==> src/sv/mqts_pkg.sv <==
// Shared types and codes for the min queue (two-stack FIFO with minimum).
// Used by mqts_if, mqts_ctrl, mqts_dp and min_queue_two_stacks_core.
// No dependencies.
package mqts_pkg;

   localparam int IoWidth = 32;

   typedef logic [2:0] cmd_type;
   localparam cmd_type CMD_ENQUEUE = 3'd0;
   localparam cmd_type CMD_DEQUEUE = 3'd1;
   localparam cmd_type CMD_FRONT   = 3'd2;
   localparam cmd_type CMD_SIZE    = 3'd3;
   localparam cmd_type CMD_CLEAR   = 3'd4;
   localparam cmd_type CMD_MIN     = 3'd5;

   typedef logic [1:0] status_type;
   localparam status_type STATUS_OK    = 2'd0;
   localparam status_type STATUS_VALUE = 2'd1;
   localparam status_type STATUS_EMPTY = 2'd2;
   localparam status_type STATUS_FULL  = 2'd3;

   // what the datapath puts in the response register
   typedef enum logic [2:0] {
      RSP_OK,
      RSP_FULL,
      RSP_EMPTY,
      RSP_TOP,
      RSP_MIN
   } rsp_sel_type;

   typedef struct packed {
      logic        load_in;     // capture the request value
      logic        rd_out_top;  // read out-stack top entry
      logic        push_in;     // push captured value on in-stack
      logic        pop_out;     // drop out-stack top
      logic        rd_in_top;   // read and pop in-stack top
      logic        push_reloc;  // push last in-stack read onto out-stack
      logic        clear;
      logic        rsp_load;
      rsp_sel_type rsp_sel;
   } dp_cmd_type;

   typedef struct packed {
      logic in_empty;
      logic out_empty;
      logic q_empty;
      logic q_full;
   } dp_status_type;

endpackage

==> src/sv/mqts_ctrl.sv <==
// Controller of the min queue: command sequencing, stack relocation and
// response handshake. Depends on mqts_pkg; drives mqts_dp.
module mqts_ctrl (
   input  logic                    clock,
   input  logic                    reset,
   input  logic                    req_valid,
   input  mqts_pkg::cmd_type       req_cmd,
   output logic                    req_ready,
   output logic                    rsp_valid,
   input  logic                    rsp_ready,
   output mqts_pkg::dp_cmd_type    dp_cmd,
   input  mqts_pkg::dp_status_type dp_status
);

   typedef enum logic [1:0] {
      ST_IDLE,
      ST_EXEC,
      ST_RELOC,
      ST_FETCH
   } state_type;

   state_type         state_ff, state_in;
   mqts_pkg::cmd_type cmd_ff, cmd_in;
   logic              rsp_valid_ff, rsp_valid_in;
   logic              slot_free;

   assign slot_free = ~rsp_valid_ff | rsp_ready;
   assign rsp_valid = rsp_valid_ff;

   always_comb begin
      state_in       = state_ff;
      cmd_in         = cmd_ff;
      rsp_valid_in   = rsp_valid_ff & ~rsp_ready;
      req_ready      = 1'b0;
      dp_cmd         = '0;
      dp_cmd.rsp_sel = mqts_pkg::RSP_OK;
      case (state_ff)
         ST_IDLE: begin
            req_ready = 1'b1;
            if (req_valid) begin
               cmd_in            = req_cmd;
               dp_cmd.load_in    = 1'b1;
               dp_cmd.rd_out_top = 1'b1;
               state_in          = ST_EXEC;
            end
         end
         ST_EXEC: begin
            if (slot_free) begin
               state_in        = ST_IDLE;
               dp_cmd.rsp_load = 1'b1;
               rsp_valid_in    = 1'b1;
               case (cmd_ff)
                  mqts_pkg::CMD_ENQUEUE: begin
                     if (dp_status.q_full) begin
                        dp_cmd.rsp_sel = mqts_pkg::RSP_FULL;
                     end else begin
                        dp_cmd.push_in = 1'b1;
                     end
                  end
                  mqts_pkg::CMD_DEQUEUE, mqts_pkg::CMD_FRONT: begin
                     if (dp_status.q_empty) begin
                        dp_cmd.rsp_sel = mqts_pkg::RSP_EMPTY;
                     end else if (dp_status.out_empty) begin
                        // move the in-stack over, then retry this transaction
                        dp_cmd.rsp_load  = 1'b0;
                        rsp_valid_in     = rsp_valid_ff & ~rsp_ready;
                        dp_cmd.rd_in_top = 1'b1;
                        state_in         = ST_RELOC;
                     end else begin
                        dp_cmd.rsp_sel = mqts_pkg::RSP_TOP;
                        dp_cmd.pop_out = (cmd_ff == mqts_pkg::CMD_DEQUEUE);
                     end
                  end
                  mqts_pkg::CMD_CLEAR: begin
                     dp_cmd.clear = 1'b1;
                  end
                  mqts_pkg::CMD_MIN: begin
                     dp_cmd.rsp_sel = dp_status.q_empty ? mqts_pkg::RSP_EMPTY
                                                        : mqts_pkg::RSP_MIN;
                  end
                  default: begin
                     dp_cmd.rsp_sel = mqts_pkg::RSP_OK;
                  end
               endcase
            end
         end
         ST_RELOC: begin
            // one entry per cycle: push the last read, read the next
            dp_cmd.push_reloc = 1'b1;
            if (dp_status.in_empty) begin
               state_in = ST_FETCH;
            end else begin
               dp_cmd.rd_in_top = 1'b1;
            end
         end
         ST_FETCH: begin
            dp_cmd.rd_out_top = 1'b1;
            state_in          = ST_EXEC;
         end
         default: begin
            state_in = ST_IDLE;
         end
      endcase
   end

   always_ff @(posedge clock) begin
      if (reset) begin
         state_ff     <= ST_IDLE;
         cmd_ff       <= mqts_pkg::CMD_SIZE;
         rsp_valid_ff <= 1'b0;
      end else begin
         state_ff     <= state_in;
         cmd_ff       <= cmd_in;
         rsp_valid_ff <= rsp_valid_in;
      end
   end

endmodule

==> config.mk <==
export PLATFORM = sky130hd
export DESIGN_NAME = mqts_ctrl
export DESIGN_NICKNAME = d
export VERILOG_FILES = /design/src/sv/mqts_pkg.sv /design/src/sv/mqts_ctrl.sv
export SDC_FILE = /design/constraint.sdc
export NUM_CORES = 1
export LEC_CHECK = 0
export ABC_AREA = 1
export BUFFER_PORTS_ARGS = -buffer_cell sky130_fd_sc_hd__buf_2
export CAP_MARGIN = 10
export CELL_PAD_IN_SITES_DETAIL_PLACEMENT = 1
export CELL_PAD_IN_SITES_GLOBAL_PLACEMENT = 1
export CORE_MARGIN = 1.5
export CORE_UTILIZATION = 27
export CTS_CLUSTER_DIAMETER = 150
export DETAILED_ROUTE_END_ITERATION = 8
export PLACE_DENSITY_LB_ADDON = 0.1
export SLEW_MARGIN = 20
export SYNTH_ARGS = -nofsm -noshare
export SYNTH_HDL_FRONTEND = slang
export SYNTH_SLANG_ARGS = --single-unit
==> constraint.sdc <==
create_clock -name clock -period 1.2 [get_ports clock]
set_input_delay 0.12 -clock clock [delete_from_list [all_inputs] [get_ports clock]]
set_output_delay 0.12 -clock clock [all_outputs]
set_load 0.01 [all_outputs]
==> results of run 1 <==
-- power groups by stage --
stage / registers, µW / logic [µW] / clock network [µW]
after floorplan: 288 / 352 / 0
after global placement: 285 / 569 / 0
after detailed placement: 288 / 579 / 0
after CTS: 294 / 694 / 210
after global routing: 305 / 887 / 217
final: 300 / 813 / 203
-- critical path, delay by kind of cell, from the launching register on --
family | cells | cell delay (ps)
buffers and inverters | 4 | 430
AO/OA/AOI/OAI | 1 | 140
flip-flops | 1 | 350
adder cells (fa/ha/maj) | 1 | 270
-- cell usage in the layout (no fill, tap or decap), types with 4 or more instances in the layout --
master / netlist / final
buf_6: 0 / 8
inv_2: 3 / 4
nand2_2: 3 / 5
nor2_4: 3 / 4
nor2_1: 7 / 6
nand2_1: 12 / 9
inv_1: 12 / 8
buf_4: 0 / 14
buf_2: 0 / 20
-- worst paths after layout --
kind	slack (ps)	to	cells after the start	from
setup / recovery	-370	dp_cmd[6]	6	state_ff[1]
hold / removal	30	rsp_valid	2	reset
setup reg to reg	-260	state_ff[1]	10	state_ff[1]
hold reg to reg	540	cmd_ff[0]	2	cmd_ff[0]
-- cell type report --
class / instances / area share, %
multi-input combinational: 54 / 45.2
sequential: 6 / 13.2
timing repair buffer: 42 / 29.5
inverter: 15 / 6.62
tap: 25 / 3.13
clock buffer: 3 / 2.25
-- cell families after synthesis --
| logic type | share of synthesized area, % |
|---|---|
| AOI/OAI and AO/OA | 13.7 |
| buffers and inverters | 10.6 |
| and+or+nand+nor | 41.3 |
| adders and majority gates | 11.8 |
| DFF | 22.6 |
-- metal layers --
layer / part of all wire [%] / vias to the layer above / track usage (%)
met5: 0 / - / 0
met4: 1.7 / 0 / 6.67
met1: 43 / 287 / 17.5
met2: 50 / 16 / 27.3
li1: - / 336 / -
met3: 5.2 / 2 / 4.62
-- flip-flops by register name (all words and copies together) (netlist names) --
signal	count
rsp_valid	1
cmd_ff	3
state_ff	2
-- per-stage QoR --
stage | hold WS [ps] | setup TNS, ps | setup WS, ps | instance area [µm²]
finish | 33.7 | -4010 | -368 | 1000
global route | 46.7 | -5130 | -434 | 1000
CTS | 28.1 | -3390 | -361 | 922
detailed placement | 304 | -650 | -107 | 797
global placement | 297 | -599 | -144 | 797
floorplan | 192 | -91.0 | -34.5 | 576
-- repair_timing --
item | in CTS | in global routing
pin swaps | 8 | 6
endpoints found under the setup margin | 13 | 17
resized for setup | 16 | 16
setup buffers | 6 | 3
==> metrics.yaml, run 1 <==
status: "finished, violations left"
violations: "setup timing"
crit_path_end_kind: "output port"
clock-sinks: 6
wire_per_inst_um: 11.8
worstPathRequired_ps: 1080
first_pass_iters: 2
synth_top_cell_by_area: "dfxtp_1"
synth_area_per_cell_um2: 7.07
clockBufferDepth: 2
p_int_uw: 774
irDropWorstVdd_mv: 0.758
ant_nets: 0
vias_per_cell: 4.42
worst-path-max-fanout: 3
regArea_um2: 133
antenna_found_initial: 0
syn2layout_area_growth_pct: 88.7
htreeDepth: 1
synth_cell_types: 23
worst_pin_slew_ps: 248
ys.flop_type: "dfxtp_1"
num_rows: 15
grt_pass1_wl_um: 2390
nets: 138
num_vias: 641
p_total_uw: 1320
dp_cells: 133
syn_area_um2: 531
fin_crit_sh_pct: 131
multi_input_area_um2: 453
route.detailed.drc: 0
yosysWarningCount: 0
ys_seq_area_share_pct: 22.6
clock-root-buffer: "clkbuf_4"
fillers: 233
dieArea_um2: 2240
core_area_um2: 1780
drive_above_1_share_pct: 67.5
cts_tree: "built"
synthCells: 75
ys_seq_elements: 6
power_frac_clock_pct: 15.4
synth_area_leaders: "dfxtp_1 23%, ha_1 12%, inv_1 8.5%, nand2_1 8.5%, nor2_4 6.4%"
drt_iter0_markers: 5
powerDensity_nw_per_um2: 1310
hold_class: "primary input to register"
cp-start-kind: "register"
die_y_um: 47.3
p_seq_share_pct: 22.8
synthTopCellsByCount: "12 x inv_1, 12 x nand2_1, 7 x nor2_1"
netSwitchingPower_uw: 543
leakagePower_uw: 0.000484
synth_edf_count: 0
grt_pass1_vias: 602
fmax_mhz: 638
clk_pin_slew_ps: 50
period_needed_ps: 1570
synth_top_area_share_pct: 22.6
criticalPathCategory: "register to output port"
cap_violations: 0
setup_viol: 17
slowest_stage: "dfxtp_2"
stdcell_count: 145
initial_utilization_pct: 29.8
skew_ps: 2.61
slew_viol_final: 0
gr-total-overflow: 0
ys_async_sr_fraction_pct: 0
clock_latency_ps: 260
pwr-share-comb_pct: 61.8
final-hold-violation-count: 0
die-width_um: 47.3
syn-num-nets: 91
hold_buffers: 0
io_buffers: 23
num_antenna_cells: 0
place.gp.congestion: 0.791
dpl.hpwl_um: 1290
cts-buffers-inserted: 3
rsz0062_at_grt: "yes"
pin_count: 24
postRouteWirelength_um: 1720
path_cells: "inv_2, buf_4, buf_6, ha_4, a21boi_2, buf_2"
grt_usage_pct: 15.7
relSlewSlack_pct: 83.4
max_stage_delay_ps: 350
post-route-util_pct: 56.1
grt_max_degree: 7
swShare_pct: 41.2
fin_ws_ps: -368
arrival_ps: 1450
Power figures use the tool's default switching activity.
==> run 2, diff against run 1 <==
ABC_AREA = default   (was 1)
CORE_UTILIZATION = 28   (was 27)
==> run 2 against run 1 <==
Against the previous run: the run still ends with setup timing left; final cell count rose by 1.4%; sequential cell count did not move; setup slack improved by 71 ps; sequential power rose by 19%; sequential share of layout area fell by 1.3 points; hold slack improved by 67 ps; die area barely moved; non-clock buffer count rose by 9; routed wire length rose by 47%; first-iteration DRC count rose by 80%; largest cell class unchanged.
==> metrics.yaml, run 2 <==
leakagePower_uw: 0.000516  # was 0.000484 µW
core_area_um2: 1780  # unchanged
ys_seq_elements: 6  # unchanged
critPathBufInv: 1  # was 4
synth_top_cell_by_area: "dfxtp_1"  # unchanged
dpl.hpwl_um: 1430  # was 1290 µm
rsz0062_at_grt: "yes"  # unchanged
wire_per_inst_um: 17.2  # was 11.8 µm
critPathTopFamily: "simple AND/OR/NAND/NOR gates"  # was buffers and inverters
synthTopCellsByCount: "6 x dfxtp_1, 6 x nand2_1, 5 x a21oi_1, 5 x ha_1, 5 x nand3_1"  # was 12 x inv_1, 12 x nand2_1, 7 x nor2_1
crit_path_end_kind: "output port"  # unchanged
synth_top_area_share_pct: 21.8  # was 22.6%
clk_pin_slew_ps: 50  # about the same
num_rows: 15  # unchanged
r2r_slack_ps: -280  # was -260 ps
cts_tree: "built"  # unchanged
drive_above_1_share_pct: 76.2  # was 67.5%
skew_ps: 0.481  # was 2.61 ps
slew_viol_final: 0  # unchanged
fin_crit_sh_pct: 125  # was 131%
syn_area_um2: 551  # was 531 µm²
period_needed_ps: 1500  # was 1570 ps
clockBufferDepth: 2  # unchanged
num_antenna_cells: 0  # unchanged
path_cells: "or4b_4, a21oi_2, buf_2"  # was inv_2, buf_4, buf_6, ha_4, a21boi_2, buf_2
grt_usage_pct: 20.7  # was 15.7%
route.detailed.drc: 0  # unchanged
synth_area_per_cell_um2: 7.75  # was 7.07 µm²
cts-buffers-inserted: 3  # unchanged
hold_buffers: 0  # unchanged
setup_viol: 14  # was 17
synthCells: 71  # was 75
io_buffers: 23  # unchanged
synth_cell_types: 30  # was 23
final_cell_mix: "21 x buf_2, 20 x buf_4, 10 x buf_6"  # was 20 x buf_2, 14 x buf_4, 9 x nand2_1
finalSetupTns_ps: -2700  # was -4010 ps
ys_seq_area_share_pct: 21.8  # was 22.6%
cap_violations: 0  # unchanged
powerDensity_nw_per_um2: 1860  # was 1310 nW/µm²
die-width_um: 47.3  # about the same
criticalPathCategory: "register to output port"  # unchanged
ys_async_sr_fraction_pct: 0  # unchanged
fmax_mhz: 668  # was 638 MHz
first_pass_iters: 4  # was 2
clock-root-buffer: "clkbuf_4"  # unchanged
htreeDepth: 1  # unchanged
whs_path_depth: 2  # unchanged
grt_max_degree: 7  # unchanged
grt_pass1_vias: 711  # was 602
status: "finished, violations left"  # unchanged
gr-total-overflow: 0  # unchanged
irDropWorstVdd_mv: 1.44  # was 0.758 mV
ys.flop_type: "dfxtp_1"  # unchanged
yosysWarningCount: 0  # unchanged
reg2reg_depth: 7  # was 10
cp-start-kind: "register"  # unchanged
worst_pin_slew_ps: 278  # was 248 ps
ant_nets: 0  # unchanged
max_stage_delay_ps: 510  # was 350 ps
final_common_cell: "buf_2"  # unchanged
clock_latency_ps: 250  # was 260 ps
synth_edf_count: 0  # unchanged
drt_iter0_markers: 9  # was 5
initial_utilization_pct: 30.9  # was 29.8%
largest_register_ffs: 3  # unchanged
hold_class: "primary input to register"  # unchanged
syn-num-nets: 87  # was 91
vias_per_cell: 5.11  # was 4.42
rr_endpoint: "state_ff[0]"  # was state_ff[1]
antenna_found_initial: 0  # unchanged
worst-path-max-fanout: 5  # was 3
min_from: "reset"  # unchanged
worstHoldEndpoint: "cmd_ff[2]"  # was rsp_valid
slowest_stage: "or4b_4"  # was dfxtp_2
num_vias: 751  # was 641
die_y_um: 47.3  # about the same
rr_startpoint: "state_ff[1]"  # unchanged
violations: "setup timing"  # unchanged
arrival_ps: 1380  # was 1450 ps
grt_pass1_wl_um: 3150  # was 2390 µm
clock-sinks: 6  # unchanged
place.gp.congestion: 0.763  # was 0.791
final-hold-violation-count: 0  # unchanged
pre_cts_slack_ps: -68.3  # was -107 ps
worstPathRequired_ps: 1080  # about the same
nets: 140  # was 138
regMostFlops: "cmd_ff"  # unchanged
synth_area_leaders: "dfxtp_1 22%, ha_1 11%, nor3b_1 5.5%, a21oi_1 4.5%, nand3_1 4.5%"  # was dfxtp_1 23%, ha_1 12%, inv_1 8.5%, nand2_1 8.5%, nor2_4 6.4%
dieArea_um2: 2240  # about the same
pin_count: 24  # unchanged
fin_ws_ps: -297  # was -368 ps
postRouteWirelength_um: 2530  # was 1720 µm
relSlewSlack_pct: 81.5  # was 83.4%
syn2layout_area_growth_pct: 108  # was 88.7%
## run 2: changes by cell type after synthesis, moves of 3 or more
| cell | previous run | this run |
|---|---|---|
| inv_1 | 12 | 4 |
| inv_2 | 3 | 0 |
| nand2b_1 | 0 | 3 |
| nor2b_1 | 0 | 3 |
| nor2_1 | 7 | 4 |
| nand2_1 | 12 | 6 |
| nor2_4 | 3 | 0 |
| nor3b_1 | 0 | 4 |
| nand2_2 | 3 | 0 |
## run 2: power breakdown
group	switching, µW	internal [µW]
clock	85.3	114
combinational	724	854
sequential	81.1	277
## run 2: what timing repair did
action,4_1_cts,5_1_grt
hold endpoints to repair,0,0
pin swaps,6,15
setup buffers,10,4
gates resized for setup,27,19
setup endpoints to repair,14,17
## run 2: worst max-delay path by stage
stage / from / to / slack [ps] / cells after the start
after global routing: state_ff[1] / state_ff[0] / -360 / 7
after CTS: cmd_ff[0] / dp_cmd[1] / -270 / 3
after global placement: cmd_ff[2] / state_ff[1] / -50 / 4
final: cmd_ff[0] / dp_cmd[1] / -300 / 3
after detailed placement: cmd_ff[2] / state_ff[1] / -70 / 4
after floorplan: cmd_ff[2] / dp_cmd[1] / -50 / 3
## run 2: cell families after synthesis
logic type / Yosys count / synth area share (%)
adder cells (fa/ha/maj): 5 / 11.4
XOR/XNOR: 2 / 3.18
buffers and inverters: 7 / 6.59
flip-flops: 6 / 21.8
AO/OA/AOI/OAI: 13 / 14.8
AND/OR/NAND/NOR: 38 / 42.3
## run 2: final cells by class
class | instances | area (µm²)
clock buffer | 3 | 22.5
fill | 214 | 636
inverter | 4 | 15.0
multi-input combinational | 58 | 573
sequential | 6 | 138
tap | 25 | 31.3
timing repair buffer | 51 | 368
## run 2: per-stage QoR
| step | util, % | cell area [µm²] | instances | hold slack (ps) | total power [µW] |
|---|---|---|---|---|---|
| 2_1_floorplan | - | 612 | 71 | 189 | 923 |
| 3_3_place_gp | 47.3 | 843 | 131 | 366 | 1300 |
| 3_5_place_dp | 47.3 | 843 | 131 | 372 | 1320 |
| 4_1_cts | 57.8 | 1030 | 144 | 94.7 | 1880 |
| 5_1_grt | 64.4 | 1150 | 147 | 100 | 2260 |
| 6_report | 64.4 | 1150 | 147 | 100 | 2140 |
## run 2: routing by layer
layer	global-route usage [%]	up-vias	share of wire (%)
li1	-	362	-
met1	22.1	366	37
met2	39.5	21	59
met3	1.15	2	3.0
met4	11.7	0	0.79
met5	0	-	0
==> run 3, diff against run 2 <==
SETUP_SLACK_MARGIN = 0.15   (was default)
==> run 3 against run 2 <==
Against the previous run: final area increased by 5.9%; global-route usage increased by 1.9 points; maximum frequency decreased by 4.6%; register-to-register slack improved by 50 ps; via count increased by 3.3%; the run still ends with setup timing left; largest cell class unchanged; critical path type unchanged; core utilization increased by 3.8 points.
==> metrics.yaml, run 3 (same netlist as run 2, synthesis figures left out) <==
netSwitchingPower_uw: 1040  # was 890 µW
swShare_pct: 42.8  # was 41.7%
cts-buffers-inserted: 3  # unchanged
initial_utilization_pct: 30.9  # unchanged
hold_buffers: 0  # unchanged
top_usage_layer: "met2"  # unchanged
grt_usage_pct: 22.6  # was 20.7%
clock_latency_ps: 260  # was 250 ps
setup_viol: 17  # was 14
postPlaceCellArea_um2: 866  # was 843 µm²
fin_crit_sh_pct: 131  # was 125%
core_area_um2: 1780  # unchanged
clk_pin_slew_ps: 60  # was 50 ps
num_rows: 15  # unchanged
clockBufferDepth: 2  # unchanged
clock-sinks: 6  # unchanged
crit_path_end_kind: "output port"  # unchanged
first_pass_iters: 4  # unchanged
powerDensity_nw_per_um2: 2000  # was 1860 nW/µm²
grt.met1_usage_pct: 22.6  # was 22.1%
syn2layout_area_growth_pct: 121  # was 108%
skew_ps: 6.88  # was 0.481 ps
dpl.hpwl_um: 1380  # was 1430 µm
htreeDepth: 1  # unchanged
nets: 136  # was 140
place.gp.congestion: 0.737  # was 0.763
rr_startpoint: "cmd_ff[2]"  # was state_ff[1]
num_antenna_cells: 0  # unchanged
ant_nets: 0  # unchanged
num_vias: 776  # was 751
status: "finished, violations left"  # unchanged
clock-root-buffer: "clkbuf_4"  # unchanged
cap_violations: 0  # unchanged
cp-start-kind: "register"  # unchanged
vias_per_cell: 5.39  # was 5.11
grtUsageMet3_pct: 2.31  # was 1.15%
grt_pass1_wl_um: 3480  # was 3150 µm
criticalPathCategory: "register to output port"  # unchanged
relSlewSlack_pct: 80.8  # was 81.5%
largest_register_ffs: 3  # unchanged
wire_per_inst_um: 20.9  # was 17.2 µm
io_buffers: 23  # unchanged
fmax_mhz: 637  # was 668 MHz
final_cell_mix: "20 x buf_2, 15 x buf_6, 10 x buf_4"  # was 21 x buf_2, 20 x buf_4, 10 x buf_6
final_cell_area_um2: 1210  # was 1150 µm²
fin_ws_ps: -369  # was -297 ps
regMostFlops: "cmd_ff"  # unchanged
slew_viol_final: 0  # unchanged
final_common_cell: "buf_2"  # unchanged
die-width_um: 47.3  # unchanged
grt_pass1_vias: 766  # was 711
arrival_ps: 1450  # was 1380 ps
final-hold-violation-count: 0  # unchanged
crit_start: "cmd_ff[0]"  # unchanged
min_from: "req_cmd[0]"  # was reset
pin_count: 24  # unchanged
worstPathRequired_ps: 1080  # about the same
drive_above_1_share_pct: 77.3  # was 76.2%
worst_pin_slew_ps: 286  # was 278 ps
worst-path-max-fanout: 3  # was 5
antenna_found_initial: 0  # unchanged
violations: "setup timing"  # unchanged
hold_class: "primary input to register"  # unchanged
use_met2_pct: 47.0  # was 39.5%
gr-total-overflow: 0  # unchanged
cts_tree: "built"  # unchanged
finalSetupTns_ps: -3540  # was -2700 ps
route.detailed.drc: 0  # unchanged
die_y_um: 47.3  # unchanged
drt_iter0_markers: 11  # was 9
p_int_uw: 1390  # was 1250 µW
postRouteWirelength_um: 3010  # was 2530 µm
period_needed_ps: 1570  # was 1500 ps
dieArea_um2: 2240  # unchanged
irDropWorstVdd_mv: 1.54  # was 1.44 mV
grt_max_degree: 8  # was 7
p_seq_share_pct: 14.7  # was 16.8%
power_frac_clock_pct: 9.4  # was 9.3%
fillers: 193  # was 214
pwr-share-comb_pct: 75.9  # was 73.9%
leakagePower_uw: 0.000548  # was 0.000516 µW
rsz0062_at_grt: "yes"  # unchanged
[run 3: final cells by class]
type / count / area [µm²] / area share [%]
clock buffer: 4 / 26.3 / 2.16
inverter: 4 / 17.5 / 1.44
multi-input combinational: 58 / 628 / 51.7
sequential: 6 / 133 / 10.9
tap: 25 / 31.3 / 2.57
timing repair buffer: 47 / 379 / 31.2
[run 3: layer usage]
layer	wire [µm]	share of wire, %
met1	1160	39
met2	1610	54
met3	150	5.0
met4	84	2.8
met5	0	0
[run 3: power by group through the flow]
stage | combinational (µW) | sequential [µW] | clock (µW)
finish | 1840 | 356 | 228
global route | 1930 | 361 | 248
CTS | 1470 | 343 | 227
detailed placement | 1020 | 339 | 0
global placement | 998 | 336 | 0
floorplan | 702 | 331 | 0
[run 3: worst max-delay path, cell delays in order, from the launching register on]
cell and delay (ps):
dfxtp_4 350, buf_4 140, xor2_2 240, nand4_1 170, a21boi_2 140, buf_2 130
[run 3: through the flow]
step                      instances  setup slack (ps)  power (µW)  hold WS (ps)  util [%]
final                           144              -369        2420           112      68.1
after global routing            144              -453        2540           120      68.1
after CTS                       140              -280        2040          91.5      60.3
after detailed placement        126             -63.7        1360           364      48.6
after global placement          126             -43.1        1330           358      48.6
after floorplan                  71             -51.2        1030           189         -
[run 3: repair_timing]
item,CTS,global route
pin swaps,7,7
endpoints found under the setup margin,16,18
resized for setup,25,26
buffers inserted,10,4
[run 3: final timing paths]
path                                  end  slack, ps  cells after the start
worst min-delay path            cmd_ff[0]        110                      3
worst max-delay path            dp_cmd[6]       -370                      5
worst min register to register  cmd_ff[2]        680                      3
worst max register to register  rsp_valid       -230                      4
